## src/dsga_pkg.sv

```systemverilog
// ----------------------------------------------------------------------------
// dsga_pkg
// Shared widths, register indexes, reset values and types of the disc splat
// grid accumulator.
// ----------------------------------------------------------------------------
package dsga_pkg;

	// grid size defaults
	localparam int MAX_WIDTH_DEF  = 256;
	localparam int MAX_HEIGHT_DEF = 256;

	// field widths
	localparam int GRID_W  = 9;
	localparam int COORD_W = 8;
	localparam int RAD_W   = 12;
	localparam int WGT_W   = 20;
	localparam int FLOOR_W = 16;
	localparam int CELL_W  = 32;
	localparam int SUM_W   = 48;
	localparam int LIM_W   = 17;
	localparam int SQ_W    = 17;

	// configuration port
	localparam int CFG_IDX_W  = 2;
	localparam int CFG_DATA_W = 16;

	localparam logic [CFG_IDX_W-1:0] REG_GRID_WIDTH  = 2'd0;
	localparam logic [CFG_IDX_W-1:0] REG_GRID_HEIGHT = 2'd1;
	localparam logic [CFG_IDX_W-1:0] REG_FLOOR_VALUE = 2'd2;

	// request codes
	localparam logic REQ_STAMP = 1'b0;
	localparam logic REQ_QUERY = 1'b1;

	// reset values
	localparam logic [GRID_W-1:0]  RESET_GRID  = 9'd256;
	localparam logic [FLOOR_W-1:0] RESET_FLOOR = 16'd256;

	// default derived widths for the scan unit (256 x 256 grid)
	localparam int ADDR_W_DEF = 16;
	localparam int IDX_W_DEF  = 18;

	// status of the scan unit as seen by the cell update logic
	typedef struct packed {
		logic probe_valid;
		logic busy;
	} scan_status_t;

endpackage

```

## src/dsga_scan.sv

```systemverilog
// ----------------------------------------------------------------------------
// dsga_scan
// Walks the bounding box of a disc column by column and issues the address of
// every in-grid cell that lies inside the disc, one cell per cycle.
// ----------------------------------------------------------------------------
module dsga_scan
	import dsga_pkg::*;
#(
	parameter int AW = ADDR_W_DEF,
	parameter int IW = IDX_W_DEF
) (
	input  logic                clk,
	input  logic                arst_n,
	input  logic                start,
	input  logic [COORD_W-1:0]  center_x,
	input  logic [COORD_W-1:0]  center_y,
	input  logic [RAD_W-1:0]    radius,
	input  logic [GRID_W-1:0]   width,
	input  logic [GRID_W-1:0]   height,
	output scan_status_t        status,
	output logic [AW-1:0]       probe_addr
);

	typedef enum logic [2:0] {
		SC_IDLE  = 3'b001,
		SC_SETUP = 3'b010,
		SC_RUN   = 3'b100
	} scan_state_t;

	scan_state_t          state_q;
	logic [COORD_W-1:0]   cx_q;
	logic [COORD_W-1:0]   cy_q;
	logic [RAD_W-1:0]     r_q;
	logic [LIM_W-1:0]     lim_q;
	logic [GRID_W-1:0]    x_q;
	logic [GRID_W-1:0]    y_q;
	logic [GRID_W-1:0]    y0_q;
	logic [IW-1:0]        col_q;
	logic [IW-1:0]        addr_q;

	logic                 v_s1;
	logic [AW-1:0]        addr_s1;
	logic [SQ_W-1:0]      dxsq_s1;
	logic [SQ_W-1:0]      dysq_s1;
	logic                 probe_v_q;
	logic [AW-1:0]        probe_addr_q;

	logic [RAD_W-1:0]     cx16;
	logic [RAD_W-1:0]     cy16;
	logic [RAD_W-1:0]     cx_lo;
	logic [RAD_W-1:0]     cy_lo;
	logic [GRID_W-1:0]    x0;
	logic [GRID_W-1:0]    y0;
	logic                 x_ok;
	logic                 y_ok;
	logic                 emit;
	logic signed [9:0]    dx;
	logic signed [9:0]    dy;
	logic signed [19:0]   dx_prod;
	logic signed [19:0]   dy_prod;
	logic [24:0]          rsq_rnd;
	logic [IW-1:0]        col_first;
	logic [SQ_W:0]        dist_sq;
	logic                 in_disc;

	// first column and row of the box: trunc(center - radius), never below 0
	always_comb begin
		cx16  = {center_x, 4'b0000};
		cy16  = {center_y, 4'b0000};
		cx_lo = cx16 - radius;
		cy_lo = cy16 - radius;
		x0    = (cx16 >= radius) ? {1'b0, cx_lo[RAD_W-1:4]} : '0;
		y0    = (cy16 >= radius) ? {1'b0, cy_lo[RAD_W-1:4]} : '0;
	end

	always_comb begin
		x_ok = (x_q < width) &&
			({x_q, 4'b0000} < ({1'b0, cx_q, 4'b0000} + {1'b0, r_q}));
		y_ok = (y_q < height) &&
			({y_q, 4'b0000} < ({1'b0, cy_q, 4'b0000} + {1'b0, r_q}));
		emit = (state_q == SC_RUN) && x_ok && y_ok;
	end

	always_comb begin
		rsq_rnd   = 25'(r_q) * 25'(r_q) + 25'd128;
		col_first = IW'(y0_q) * IW'(width) + IW'(x_q);
		dx        = $signed({2'b00, cx_q}) - $signed({1'b0, x_q});
		dy        = $signed({2'b00, cy_q}) - $signed({1'b0, y_q});
		dx_prod   = 20'(dx) * 20'(dx);
		dy_prod   = 20'(dy) * 20'(dy);
	end

	always_ff @(posedge clk or negedge arst_n) begin
		if (!arst_n) begin
			state_q <= SC_IDLE;
		end else begin
			case (state_q)
				SC_IDLE: begin
					if (start) state_q <= SC_SETUP;
				end
				SC_SETUP: begin
					state_q <= SC_RUN;
				end
				SC_RUN: begin
					if (!x_ok) state_q <= SC_IDLE;
				end
				default: state_q <= SC_IDLE;
			endcase
		end
	end

	always_ff @(posedge clk) begin
		case (state_q)
			SC_IDLE: begin
				if (start) begin
					cx_q <= center_x;
					cy_q <= center_y;
					r_q  <= radius;
					x_q  <= x0;
					y0_q <= y0;
				end
			end
			SC_SETUP: begin
				// inside test: 256*d^2 - 128 <= R^2  <=>  d^2 <= (R^2 + 128) >> 8
				lim_q  <= rsq_rnd[24:8];
				col_q  <= col_first;
				addr_q <= col_first;
				y_q    <= y0_q;
			end
			SC_RUN: begin
				if (x_ok) begin
					if (y_ok) begin
						y_q    <= y_q + 1'b1;
						addr_q <= addr_q + IW'(width);
					end else begin
						// advance to the top of the next column
						x_q    <= x_q + 1'b1;
						y_q    <= y0_q;
						col_q  <= col_q + 1'b1;
						addr_q <= col_q + 1'b1;
					end
				end
			end
			default: ;
		endcase
	end

	always_comb begin
		dist_sq = {1'b0, dxsq_s1} + {1'b0, dysq_s1};
		in_disc = dist_sq <= {1'b0, lim_q};
	end

	always_ff @(posedge clk or negedge arst_n) begin
		if (!arst_n) begin
			v_s1      <= 1'b0;
			probe_v_q <= 1'b0;
		end else begin
			v_s1      <= emit;
			probe_v_q <= v_s1 && in_disc;
		end
	end

	always_ff @(posedge clk) begin
		addr_s1      <= addr_q[AW-1:0];
		dxsq_s1      <= dx_prod[SQ_W-1:0];
		dysq_s1      <= dy_prod[SQ_W-1:0];
		probe_addr_q <= addr_s1;
	end

	assign status.probe_valid = probe_v_q;
	assign status.busy        = (state_q != SC_IDLE) || v_s1 || probe_v_q;
	assign probe_addr         = probe_addr_q;

endmodule

```

## config.mk

```make
export PLATFORM = sky130hd
export DESIGN_NAME = dsga_scan
export DESIGN_NICKNAME = d
export VERILOG_FILES = /design/src/dsga_pkg.sv /design/src/dsga_scan.sv
export SDC_FILE = /design/constraint.sdc
export NUM_CORES = 1
export LEC_CHECK = 0
export ABC_AREA = 1
export BUFFER_PORTS_ARGS = -buffer_cell sky130_fd_sc_hd__buf_2
export CAP_MARGIN = 10
export CORE_UTILIZATION = 34
export DETAILED_ROUTE_END_ITERATION = 10
export HOLD_SLACK_MARGIN = 0.1
export PLACE_DENSITY_LB_ADDON = 0.1
export SYNTH_ARGS = -nofsm -noshare
export SYNTH_HDL_FRONTEND = slang
export SYNTH_SLANG_ARGS = --single-unit
```

## constraint.sdc

```tcl
create_clock -name clk -period 8.7 [get_ports clk]
set_clock_uncertainty 0.1 [all_clocks]
set_input_delay 0.87 -clock clk [delete_from_list [all_inputs] [get_ports clk]]
set_output_delay 0.87 -clock clk [all_outputs]
set_load 0.03 [all_outputs]
```

# Word level (Yosys, flattened, before mapping)
# Cells that the tools add are included.
# W data, S select, Z words.
[word_totals]
regBits = 179
latch_bits = 0
mem_bits_rw = 0
mem_bits_ro = 0
in_bits = 49
out_inout_bits = 18
wordCells = 80
n_memories = 0
[classes]
add_sub_neg = 13
n_mul = 4
div = 0
n_lt_le_gt_ge = 7
eq_ne = 8
n_shift = 0
muxes = 17
n_bitwise = 0
reduce_logical = 14
[op_table]
columns = ["cell", "n"]
rows = [
  ["$mux W18", 4],
  ["$pmux W18 S2", 2],
  ["$mux W9", 5],
  ["$add A18 B9 Y18", 2],
  ["$pmux W9 S2", 2],
  ["$mul A10 B10 Y17", 2],
  ["$add A12 B12 Y13", 2],
  ["$lt A13 B13 Y1", 2],
  ["$add A24 B8 Y25 const B", 1],
  ["$ge A12 B12 Y1", 2],
  ["$mul A12 B12 Y24", 1],
  ["$sub A12 B12 Y12", 2],
  ["$sub A8 B9 Y10", 2],
  ["$add A17 B17 Y18", 1],
  ["$add A18 B1 Y18 const B", 1],
  ["$add A9 B1 Y9 const B", 2],
  ["$le A18 B17 Y1", 1],
  ["$lt A9 B9 Y1", 2],
  ["$mul A9 B9 Y18", 1],
  ["$pmux W3 S3", 1],
  ["$mux W8", 1],
  ["$ne A2 B2 Y1 const B", 4],
  ["$mux W3", 2],
  ["$reduce_and A2 Y1", 3],
  ["other kinds (9)", 15],
]

# Logic depth before layout (Yosys ltp)
# Gate-level depths: netlist of run 1.
[logic_depth]
word_depth = 6
ltp_mapped = 35
depth_no_buf = 35

# Worst setup path before layout of run 1
# No wires, ideal clock.
[synth_path]
kind = "register to register"
start = "register x_q[0]"
end = "register dxsq_s1[16]"
setup_time_ns = 0.112
arrival_ns = 5.725
t_required_ns = 8.488
path_slack_ns = 2.763
stages_incl_launch_ff = 27
path_buffers = 0
cell_sequence = "edfxtp_1 > ha_1 > inv_1 > fa_1 > nand3_1 > nand3_1 > a31o_2 > xor2_1 > inv_2 > nor2_1 > inv_1 > fa_1 > inv_1 > fa_1 > fa_1 > fa_1 > inv_1 > fa_1 > inv_1 > ha_1 > a21o_1 > nand3_1 > o211ai_1 > a31oi_1 > inv_1 > nand3_1 > nand2_1"
[synth_between]
elab_chain_cells = 2
[synth_rtl]
columns = ["item", "line", "text"]
rows = [
  ["start, declared", "dsga_scan.sv:35", "logic [GRID_W-1:0] x_q;"],
  ["start signal, assigned", "dsga_scan.sv:137", "x_q <= x_q + 1'b1;"],
  ["$sub A8 B9 Y10", "dsga_scan.sv:87", "dx = $signed({2'b00, cx_q}) - $signed({1'b0, x_q});"],
  ["$mul A10 B10 Y17", "dsga_scan.sv:89", "dx_prod = 20'(dx) * 20'(dx);"],
  ["named net dx_prod[16]", "dsga_scan.sv:59", "logic signed [19:0] dx_prod;"],
  ["end signal, assigned", "dsga_scan.sv:165", "dxsq_s1 <= dx_prod[SQ_W-1:0];"],
  ["end, declared", "dsga_scan.sv:43", "logic [SQ_W-1:0] dxsq_s1;"],
]
# The timed path passes the listed nets, and every way through them passes these cells.
# A chain may end at the register's enable or synchronous reset.

# Final worst setup path of run 1
[layout_path]
start = "register x_q[0]"
end = "register dxsq_s1[14]"
# The elaborated chain is that of the path after synthesis.

==> results of run 1 <==
==> metal layers <==
layer	vias to the layer above	GRT usage (%)	share of wire (%)	wire length, um
met5	-	0	0	0
met4	0	4.54	1.8	1140
met3	58	2.38	3.2	2000
met2	258	30.1	45	28000
met1	8673	26.8	50	31400
li1	9056	-	-	-
==> through the flow <==
stage	cells	worst slack [ns]
finish	3816	2.03
global route	3816	1.52
CTS	3815	2.01
detailed placement	3782	2.02
global placement	3782	2.04
floorplan	2879	2.76
==> cell families (layout without fill, tap and decap cells) <==
family          after synthesis  after routing
compound gates              312            312
xor+xnor                    118            118
fa+ha+maj                   586            586
buf+inv                     739            802
flops                       172            172
mux                           2              2
other cells                   0              1
simple gates                950            950
==> synthesized netlist by cell type (9+ instances only) <==
cell type / instances
sky130_fd_sc_hd__a21o_1: 10
sky130_fd_sc_hd__a21oi_1: 144
sky130_fd_sc_hd__clkbuf_1: 40
sky130_fd_sc_hd__dfxtp_1: 64
sky130_fd_sc_hd__edfxtp_1: 103
sky130_fd_sc_hd__fa_1: 263
sky130_fd_sc_hd__ha_1: 323
sky130_fd_sc_hd__inv_1: 684
sky130_fd_sc_hd__nand2_1: 570
sky130_fd_sc_hd__nand2_2: 9
sky130_fd_sc_hd__nand3_1: 109
sky130_fd_sc_hd__nand4_1: 21
sky130_fd_sc_hd__nor2_1: 179
sky130_fd_sc_hd__nor3_1: 31
sky130_fd_sc_hd__o211ai_1: 9
sky130_fd_sc_hd__o21ai_0: 88
sky130_fd_sc_hd__o21bai_1: 12
sky130_fd_sc_hd__xnor2_1: 35
sky130_fd_sc_hd__xor2_1: 82
==> final cells by class <==
cell class / instances / area share [%]
repair buffers: 75 / 1.58
multi-input cells: 1968 / 63.6
well taps: 873 / 4.31
clock buffers: 19 / 1.75
flip-flops and latches: 172 / 17.8
clock inverters: 13 / 0.692
inverters: 695 / 10.3
diodes: 1 / 0.00988
==> worst min-delay path by stage <==
stage                           start              to  slack (ns)  cells after the start
final                     addr_s1[14]  probe_addr[14]        0.23                      0
after global routing      addr_s1[12]  probe_addr[12]        0.23                      0
after CTS                 addr_s1[10]  probe_addr[10]        0.23                      0
after detailed placement  addr_s1[10]  probe_addr[10]        0.21                      0
after global placement    addr_s1[11]  probe_addr[11]        0.21                      0
after floorplan            addr_s1[0]   probe_addr[0]        0.21                      0
==> sequential cells by signal, indices dropped and copies added, names as in the netlist <==
signal / count
probe_v_q: 1
dysq_s1: 16
cy_q: 8
v_s1: 1
lim_q: 17
dxsq_s1: 16
cx_q: 8
addr_s1: 16
addr_q: 16
y0_q: 8
r_q: 12
col_q: 16
y_q: 9
probe_addr: 16
state_q: 3
x_q: 9
==> placed cells by master (no fill, tap or decap), drive strengths merged, types with 9 or more instances in the layout <==
master and n:
a21o 10, a21oi 145, buf 74, clkbuf 19, dfxtp 64, edfxtp 103
fa 263, ha 323, inv 699, nand2 582, nand3 113, nand4 21
nor2 184, nor3 34, o211ai 9, o21ai 97, o21bai 13, xnor2 35
xor2 83
==> what timing repair did <==
action	4_1_cts	5_1_grt
resized for setup	0	0
hold buffers	1	0
hold endpoints to repair	4	0
setup endpoints to repair	0	0
==> results by group, run 1 <==
Outcome
  – Outcome: finished, final reports clean

Critical path
  – Crit path capture type: register
  – Crit Path Class: register to register
  – Worst Setup Start Kind: register
  – Register-to-Register Path Depth: 27
  – Reg2reg end: dxsq_s1[14]
  – Reg2Reg Launch Point: x_q[0]
  – Count of cell instances traversed by the critical path: 27
  – Critical path arrival: 6.93 ns
  – Slowest library cell on the worst path: sky130_fd_sc_hd__fa_1
  – Launch point of the worst path: x_q[0]
  – Number of buffers and inverters on the critical path: 6
  – Family of cells with the greatest summed delay on the critical path: adder cells
  – Worst endpoint required time: 8.96 ns
  – Endpoint of the worst setup timing path: dxsq_s1[14]
  – Slack of the worst reg-to-reg path: 2.03 ns
  – Slowest stage delay, CP: 0.54 ns
  – Max FO, Critical Path: 8

Floorplan
  – Area enclosed by the die boundary: 0.0698 mm^2
  – Top Ports: 67
  – Die Width: 264 um
  – Number of cell rows: 95
  – Initial cell density of the core: 34.6%
  – Die Y-Extent: 264 um
  – Std-Cell Core Area: 0.0676 mm^2

Global route
  – Via count of the first global-routing pass: 18.9k
  – Global-route wire length before repair: 102 mm
  – Gr ovfl total: 0
  – Global routing usage summed across all routing layers: 18.8%
  – Number of antenna violations at the first check in global routing: 1
  – Maximum number of pins on one net before global-route repair: 37

Yosys
  – Arithmetic-cell share of the synthesized area counting full adders, half adders and majority gates: 39.8%
  – Proportion of register bits with asynchronous set or reset after synthesis: 2.91%
  – Synthesized netlist net count: 3514
  – Biggest area consumer among synthesized cells: sky130_fd_sc_hd__fa_1
  – Combined area of all synthesized cells: 0.0234 mm^2
  – Basic-gate share of the synthesized area counting and, or, nand and nor cells: 17.0%
  – Synth top area cells: sky130_fd_sc_hd__fa_1, sky130_fd_sc_hd__ha_1, sky130_fd_sc_hd__edfxtp_1
  – Gate count of the mapped netlist: 2879
  – Main combinational cell family by area after synthesis: adder cells
  – Compound-Gate Fraction of Synth Area: 7.49%
  – Cell variety after synth: 55
  – Register area share after synthesis: 19.3%
  – Mux cell area share after synthesis: 0.0910%
  – Fraction of post-synthesis cell area in the top cell type by area: 22.5%
  – Share of the synthesized netlist area taken by xor and xnor gates: 4.45%
  – Synthesized area per cell: 8.12 um^2
  – Predominant post-synthesis flop cell: sky130_fd_sc_hd__edfxtp_1
  – Post-synthesis register bit count: 172
  – Count of flip-flops with a built-in enable after synthesis: 103
  – Yosys Warn Count: 0

Timing
  – Worst hold slack: 0.229 ns
  – Final Hold Violating Endpoints: 0
  – Finish-stage setup viols: 0
  – Pin slew with the least headroom to its limit: 1.07 ns
  – Peak Freq: 150 MHz
  – Fin. max-slew vios: 0
  – Worst relative slew slack: 28.7%
  – Tmin final: 6.67 ns
  – Unrepaired setup endpoints after global routing: no
  – Total negative setup slack: 0 ns
  – Tcrit/Tclk final: 76.7%

Clocking
  – Clock-pin slew of the registers on the worst-case setup and hold paths: 0.07 ns
  – Number of clock sinks: 172
  – Clock tree from TritonCTS: done
  – Total CTS buffers: 17
  – Maximum clock path buffer count: 2
  – Buffer type at the clock tree root: sky130_fd_sc_hd__clkbuf_16
  – Insertion delay of the later-clocked pin in the worst-skew pair: 0.48 ns
  – Post-CTS Repair Setup Buffers: 0
  – CTS H-tree depth: 4

Hold path
  – Type of the most critical hold path: register to register

Detailed routing
  – Initial drt markers: 917
  – Final wirelength: 62.6 mm
  – DRC Markers: 0
  – Drt first pass iters: 5
  – Detail-routed net length per standard cell: 16.4 um
  – Number of vias per cell after detailed routing: 4.73
  – Post-route ant nets: 0
  – Number of vias after detailed routing: 18.0k

Flow run
  – Number of max-capacitance violations reported: 0

Placed design
  – Number of buffer cells added on primary ports: 66
  – Instance area after placement: 0.0247 mm^2
  – Final weighted congestion in routability-driven placement: 0.875
  – Detailed Place HPWL: 52.5 mm

Layout
  – Filler Cells Inserted: 6978
  – Ratio of cells with drive above 1 in the final layout: 5.27%
  – Non-Filler Cell Area, Final: 0.0253 mm^2
  – Post-layout utilization of the core: 37.4%
  – Multi-input logic area: 0.0161 mm^2
  – Number of nets in the final layout: 3564
  – Sequential cell area: 0.00450 mm^2
  – Layout overhead on the synthesized area: 8.35%
Power of run 1 is not shown: default switching activity piles up to over one toggle a cycle in this logic, so the estimate is an artifact.
==> run 2, diff against run 1 <==
clock period = 5.5 ns   (was 8.7 ns; I/O delays follow)
==> run 2 against run 1 <==
Against the previous run:
- the run now ends with negative setup slack left
- highest routed layer is now met5
- utilization rose by 5.0 points
- routed wire length rose by 4.7%
- global-route usage rose by 0.62 points
- setup slack got worse by 2.3 ns
- sequential share of layout area fell by 2.1 points
- worst hold slack got worse by 0.082 ns
- critical endpoint is now dysq_s1[16]
- critical path type unchanged
- flip-flop and latch count did not move
- clock-buffer cell count fell by 2
- critical path depth rose by 1
- via count rose by 6.2%
- non-clock buffer count rose by 291
- first-iteration DRC count fell by 13%
==> results by group, run 2 (synthesis gave the netlist of run 1 again) <==
Outcome
  – Outcome: finished with violations
  – Failing checks: negative setup slack

Global route
  – Gr ovfl total: 0 (unchanged)
  – Global routing usage summed across all routing layers: 19.4% (+0.62 points)
  – Maximum number of pins on one net before global-route repair: 37 (unchanged)
  – Via count of the first global-routing pass: 20.2k (+6.6%)
  – Global-route wire length before repair: 106 mm (+3.6%)
  – Number of antenna violations at the first check in global routing: 1 (unchanged)

Placed design
  – Pre-CTS setup slack: -0.402 ns (-2.42 ns)
  – Post-Place Cells: 4034 (+6.7%)
  – Number of buffer cells added on primary ports: 66 (unchanged)
  – Detailed Place HPWL: 56.0 mm (+6.6%)
  – Final weighted congestion in routability-driven placement: 0.869 (-0.70%)

Clocking
  – Insertion delay of the later-clocked pin in the worst-skew pair: 0.51 ns (+0.03 ns)
  – CTS H-tree depth: 4 (unchanged)
  – Number of clock sinks: 172 (unchanged)
  – Maximum clock path buffer count: 2 (unchanged)
  – Buffer type at the clock tree root: sky130_fd_sc_hd__clkbuf_16
  – Total CTS buffers: 17 (unchanged)
  – Clock-pin slew of the registers on the worst-case setup and hold paths: 0.09 ns (+0.02 ns)
  – Clock tree from TritonCTS: done

Critical path
  – Worst Setup Start Kind: register
  – Family of cells with the greatest summed delay on the critical path: adder cells
  – Crit Path Class: register to register
  – Number of buffers and inverters on the critical path: 8 (+2)
  – Critical path arrival: 6.06 ns (-0.87 ns)
  – Max FO, Critical Path: 8 (unchanged)
  – Slowest stage delay, CP: 0.54 ns (about the same)
  – Crit path capture type: register
  – Slowest library cell on the worst path: sky130_fd_sc_hd__fa_1
  – Worst endpoint required time: 5.80 ns (-3.16 ns)

Timing
  – Pin slew with the least headroom to its limit: 1.16 ns (+0.0976 ns)
  – Setup WS post-layout: -0.252 ns (-2.28 ns)
  – Peak Freq: 174 MHz (+16%)
  – Finish-stage setup viols: 16 (+16)
  – Tcrit/Tclk final: 105% (+28 points)
  – Worst relative slew slack: 22.1% (-6.5 points)
  – Unrepaired setup endpoints after global routing: yes
  – Fin. max-slew vios: 0 (unchanged)
  – Final Hold Violating Endpoints: 0 (unchanged)
  – Tmin final: 5.75 ns (-0.918 ns)

Floorplan
  – Area enclosed by the die boundary: 0.0698 mm^2 (unchanged)
  – Top Ports: 67 (unchanged)
  – Die Y-Extent: 264 um (unchanged)
  – Std-Cell Core Area: 0.0676 mm^2 (unchanged)
  – Die Width: 264 um (unchanged)
  – Number of cell rows: 95 (unchanged)
  – Initial cell density of the core: 34.6% (unchanged)

Layout
  – Layout overhead on the synthesized area: 22.8%
  – Ratio of cells with drive above 1 in the final layout: 19.2% (+14 points)
  – Most common cell after layout, fill and taps aside: sky130_fd_sc_hd__inv_1
  – # diodes: 0 (-1)
  – Flip-flop count of the largest register after layout: 17 (unchanged)
  – Register ranked first by flip-flop count: lim_q
  – Non-filler cells, final: 4106 (+7.6%)
  – Number of nets in the final layout: 3855 (+8.2%)
  – Most frequent cells in the layout: sky130_fd_sc_hd__inv_1, sky130_fd_sc_hd__nand2_1, sky130_fd_sc_hd__ha_1

Hold path
  – Type of the most critical hold path: input port to register

Detailed routing
  – Detail-routed net length per standard cell: 15.9 um (-2.7%)
  – Final wirelength: 65.5 mm (+4.7%)
  – Number of vias after detailed routing: 19.2k (+6.2%)
  – Post-route ant nets: 0 (unchanged)
  – Drt first pass iters: 5 (unchanged)
  – Number of vias per cell after detailed routing: 4.67 (-1.3%)
  – DRC Markers: 0 (unchanged)
  – Initial drt markers: 795 (-13%)

Flow run
  – Number of max-capacitance violations reported: 0 (unchanged)
[run 2: cell count changes in the layout (fill, tap and decap cells not counted), sizes merged]
cell	delta
clkinv	+4
clkinvlp	-1
diode	-1
buf	+289
clkbuf	-2
inv	+2
bufinv	-3
dlygate4sd3	+2
[run 2: repair_timing]
action / in CTS / in global routing
hold endpoints to repair: 7 / 0
hold buffers: 3 / 0
resized for setup: 116 / 95
pin swaps: 86 / 83
setup endpoints to repair: 18 / 27
buffers inserted: 16 / 25
[run 2: per-layer routing]
metal	track usage (%)	wire length, um	share of wire, %	vias up
li1	-	-	-	9654
met1	23.3	28500	44	9154
met2	35.3	33200	51	256
met3	2.07	1500	2.3	91
met4	7.53	2220	3.4	2
met5	0	12	0.018	-
[run 2: worst paths after layout]
path                             start       endpoint  slack [ns]  cells after the start
max reg2reg                    cy_q[0]    dysq_s1[16]       -0.25                     28
min reg2reg                 addr_s1[4]  probe_addr[4]        0.23                      0
max                            cy_q[0]    dysq_s1[16]       -0.25                     28
max in group asynchronous       arst_n     state_q[0]        4.73                      2
min in group asynchronous       arst_n           v_s1        0.36                      2
min                        center_x[6]        cx_q[6]        0.15                      1
[run 2: per-stage QoR]
| stage | setup TNS, ns | area [um^2] | util [%] | hold WS (ns) |
|---|---|---|---|---|
| floorplan | -0.224 | 23500 | - | 0.154 |
| global placement | -2.88 | 26800 | 39.6 | 0.216 |
| detailed placement | -3.87 | 26800 | 39.6 | 0.214 |
| CTS | -2.06 | 28100 | 41.6 | 0.103 |
| global route | -6.52 | 28700 | 42.5 | 0.121 |
| finish | -2.12 | 28700 | 42.5 | 0.147 |
[run 2: cell type report]
class | instances | area [um^2]
Multi-Input combinational cell | 1968 | 17200
Clock buffer | 17 | 425
Tap cell | 873 | 1090
Clock inverter | 15 | 220
Fill cell | 6725 | 38900
Inverter | 695 | 2630
Timing Repair Buffer | 366 | 2680
Sequential cell | 172 | 4500
Power of run 2 is left out for the same reason.
==> run 3, diff against run 2 <==
PLACE_DENSITY = 0.48   (was not set)
PLACE_DENSITY_LB_ADDON = not set   (was 0.1)
SLEW_MARGIN = 20   (was not set)
==> run 3 against run 2 <==
Against the previous run:
- the flow still finishes with violations (negative setup slack)
- clock-buffer cell count stayed put
- largest cell class unchanged
- cell count is 0.27% higher
- critical path depth is 1 lower
- non-clock buffer count is 10 higher
- sequential share of layout area hardly changed
- die area stayed put
- global-route usage is 0.28 points lower
- utilization hardly changed
- worst hold slack better by 0.011 ns
==> results by group, run 3 (synthesis gave the netlist of run 1 again) <==
Global route
  – Maximum number of pins on one net before global-route repair: 37 (unchanged)
  – Gr ovfl total: 0 (unchanged)
  – Global-route wire length before repair: 105 mm (-0.92%)
  – Global routing usage summed across all routing layers: 19.1% (-0.28 points)
  – Via count of the first global-routing pass: 20.4k (+1.3%)
  – Number of antenna violations at the first check in global routing: 1 (unchanged)

Critical path
  – Crit path capture type: register
  – Slack of the worst reg-to-reg path: -0.35 ns (-0.10 ns)
  – Launch point of the worst path: cx_q[0]
  – Critical path arrival: 6.12 ns (+0.06 ns)
  – Reg2Reg Launch Point: cx_q[0]
  – Endpoint of the worst setup timing path: dxsq_s1[16]
  – Slowest stage delay, CP: 0.54 ns (about the same)
  – Crit Path Class: register to register
  – Family of cells with the greatest summed delay on the critical path: adder cells
  – Worst endpoint required time: 5.77 ns (-0.03 ns)
  – Max FO, Critical Path: 7 (-1)
  – Reg2reg end: dxsq_s1[16]
  – Cell repeated most along the worst path: sky130_fd_sc_hd__inv_1
  – Count of cell instances traversed by the critical path: 27 (-3.6%)
  – Number of buffers and inverters on the critical path: 9 (+1)
  – Register-to-Register Path Depth: 27 (-3.6%)
  – Slowest library cell on the worst path: sky130_fd_sc_hd__fa_1
  – Worst Setup Start Kind: register

Layout
  – Most frequent cells in the layout: sky130_fd_sc_hd__inv_1, sky130_fd_sc_hd__nand2_1, sky130_fd_sc_hd__ha_1
  – Register ranked first by flip-flop count: lim_q
  – Ratio of cells with drive above 1 in the final layout: 19.4% (+0.16 points)
  – Flip-flop count of the largest register after layout: 17 (unchanged)
  – Non-Filler Cell Area, Final: 0.0287 mm^2 (about the same)
  – Most common cell after layout, fill and taps aside: sky130_fd_sc_hd__inv_1
  – Number of nets in the final layout: 3865 (+0.26%)
  – Post-layout utilization of the core: 42.5% (about the same)
  – Layout overhead on the synthesized area: 22.9% (about the same)

Outcome
  – Failing checks: negative setup slack
  – Outcome: finished with violations

Detailed routing
  – Routed met3 length: 1.99 mm (+33%)
  – Detail-routed net length per standard cell: 15.9 um (-0.44%)
  – Top routing layer in use: met5
  – Met1 wire length: 29.4 mm (+2.9%)
  – Number of vias after detailed routing: 19.5k (+1.6%)
  – Final wirelength: 65.4 mm (-0.17%)
  – Routed length on met2: 32.4 mm (-2.5%)
  – Number of vias per cell after detailed routing: 4.73 (+1.3%)
  – Drt first pass iters: 5 (unchanged)
  – Initial drt markers: 925 (+16%)
  – Post-route ant nets: 0 (unchanged)
  – DRC Markers: 0 (unchanged)

Timing
  – Pin slew with the least headroom to its limit: 0.989 ns (-0.176 ns)
  – Finish-stage setup viols: 15 (-1)
  – Total negative setup slack: -3.44 ns (-1.31 ns)
  – Final Hold Violating Endpoints: 0 (unchanged)
  – Worst relative slew slack: 34.0% (+12 points)
  – Tcrit/Tclk final: 106% (+1.8 points)
  – Tmin final: 5.85 ns (+0.0978 ns)
  – Unrepaired setup endpoints after global routing: yes
  – Peak Freq: 171 MHz (-1.7%)
  – Setup WS post-layout: -0.349 ns (-0.0978 ns)
  – Fin. max-slew vios: 0 (unchanged)
  – Worst hold slack: 0.158 ns (+0.0114 ns)

Clocking
  – Buffer type at the clock tree root: sky130_fd_sc_hd__clkbuf_16
  – CTS H-tree depth: 4 (unchanged)
  – Clock-pin slew of the registers on the worst-case setup and hold paths: 0.09 ns (about the same)
  – Maximum clock path buffer count: 2 (unchanged)
  – Number of clock sinks: 172 (unchanged)
  – Clock tree from TritonCTS: done
  – Total CTS buffers: 17 (unchanged)
  – Insertion delay of the later-clocked pin in the worst-skew pair: 0.48 ns (-0.03 ns)

Floorplan
  – Die Width: 264 um (unchanged)
  – Die Y-Extent: 264 um (unchanged)
  – Std-Cell Core Area: 0.0676 mm^2 (unchanged)
  – Initial cell density of the core: 34.6% (unchanged)
  – Number of cell rows: 95 (unchanged)
  – Area enclosed by the die boundary: 0.0698 mm^2 (unchanged)
  – Top Ports: 67 (unchanged)

Placed design
  – Number of buffer cells added on primary ports: 66 (unchanged)
  – Instance area after placement: 0.0268 mm^2 (about the same)
  – Final weighted congestion in routability-driven placement: 0.884 (+1.8%)
  – Detailed Place HPWL: 55.2 mm (-1.5%)

Hold path
  – Type of the most critical hold path: input port to register

Flow run
  – Number of max-capacitance violations reported: 0 (unchanged)
run 3: through the flow:
| stage | instances | setup WS (ns) |
|---|---|---|
| 3_5_place_dp | 4029 | -0.499 |
| 3_3_place_gp | 4028 | -0.401 |
| 2_1_floorplan | 2879 | -0.0889 |
| 5_1_grt | 4116 | -0.609 |
| 6_report | 4117 | -0.349 |
| 4_1_cts | 4089 | -0.332 |
run 3: how the worst min path moves through the flow:
| stage | start | to | slack (ns) | depth (start not counted) |
|---|---|---|---|---|
| after floorplan | arst_n | probe_v_q | 0.15 | 0 |
| after global placement | addr_s1[7] | probe_addr[7] | 0.21 | 0 |
| after detailed placement | addr_s1[2] | probe_addr[2] | 0.21 | 0 |
| after CTS | radius[7] | r_q[7] | 0.13 | 1 |
| after global routing | radius[7] | r_q[7] | 0.13 | 1 |
| final | radius[7] | r_q[7] | 0.16 | 1 |
run 3: final cells by class:
class	count	area, um^2
Clock inverter	15	211
Fill cell	6748	38900
Timing Repair Buffer	376	2770
Multi-Input combinational cell	1968	17100
Inverter	695	2630
Clock buffer	17	425
Sequential cell	172	4500
Antenna cell	1	2.50
Tap cell	873	1090
run 3: routing by layer:
layer	vias up	GRT usage, %
met5	-	0
met2	304	34.2
met3	94	2.41
met1	9385	23.9
met4	2	5.89
li1	9674	-
run 3: repair_timing:
item                                   in CTS  in global routing
setup endpoints to repair                  18                 28
resized for setup                         148                 55
pin swaps                                  70                 50
buffers inserted                           30                 28
gates cloned                                0                  0
hold buffers                                1                  0
endpoints found under the hold margin       5                  0
Power of run 3 is left out for the same reason.
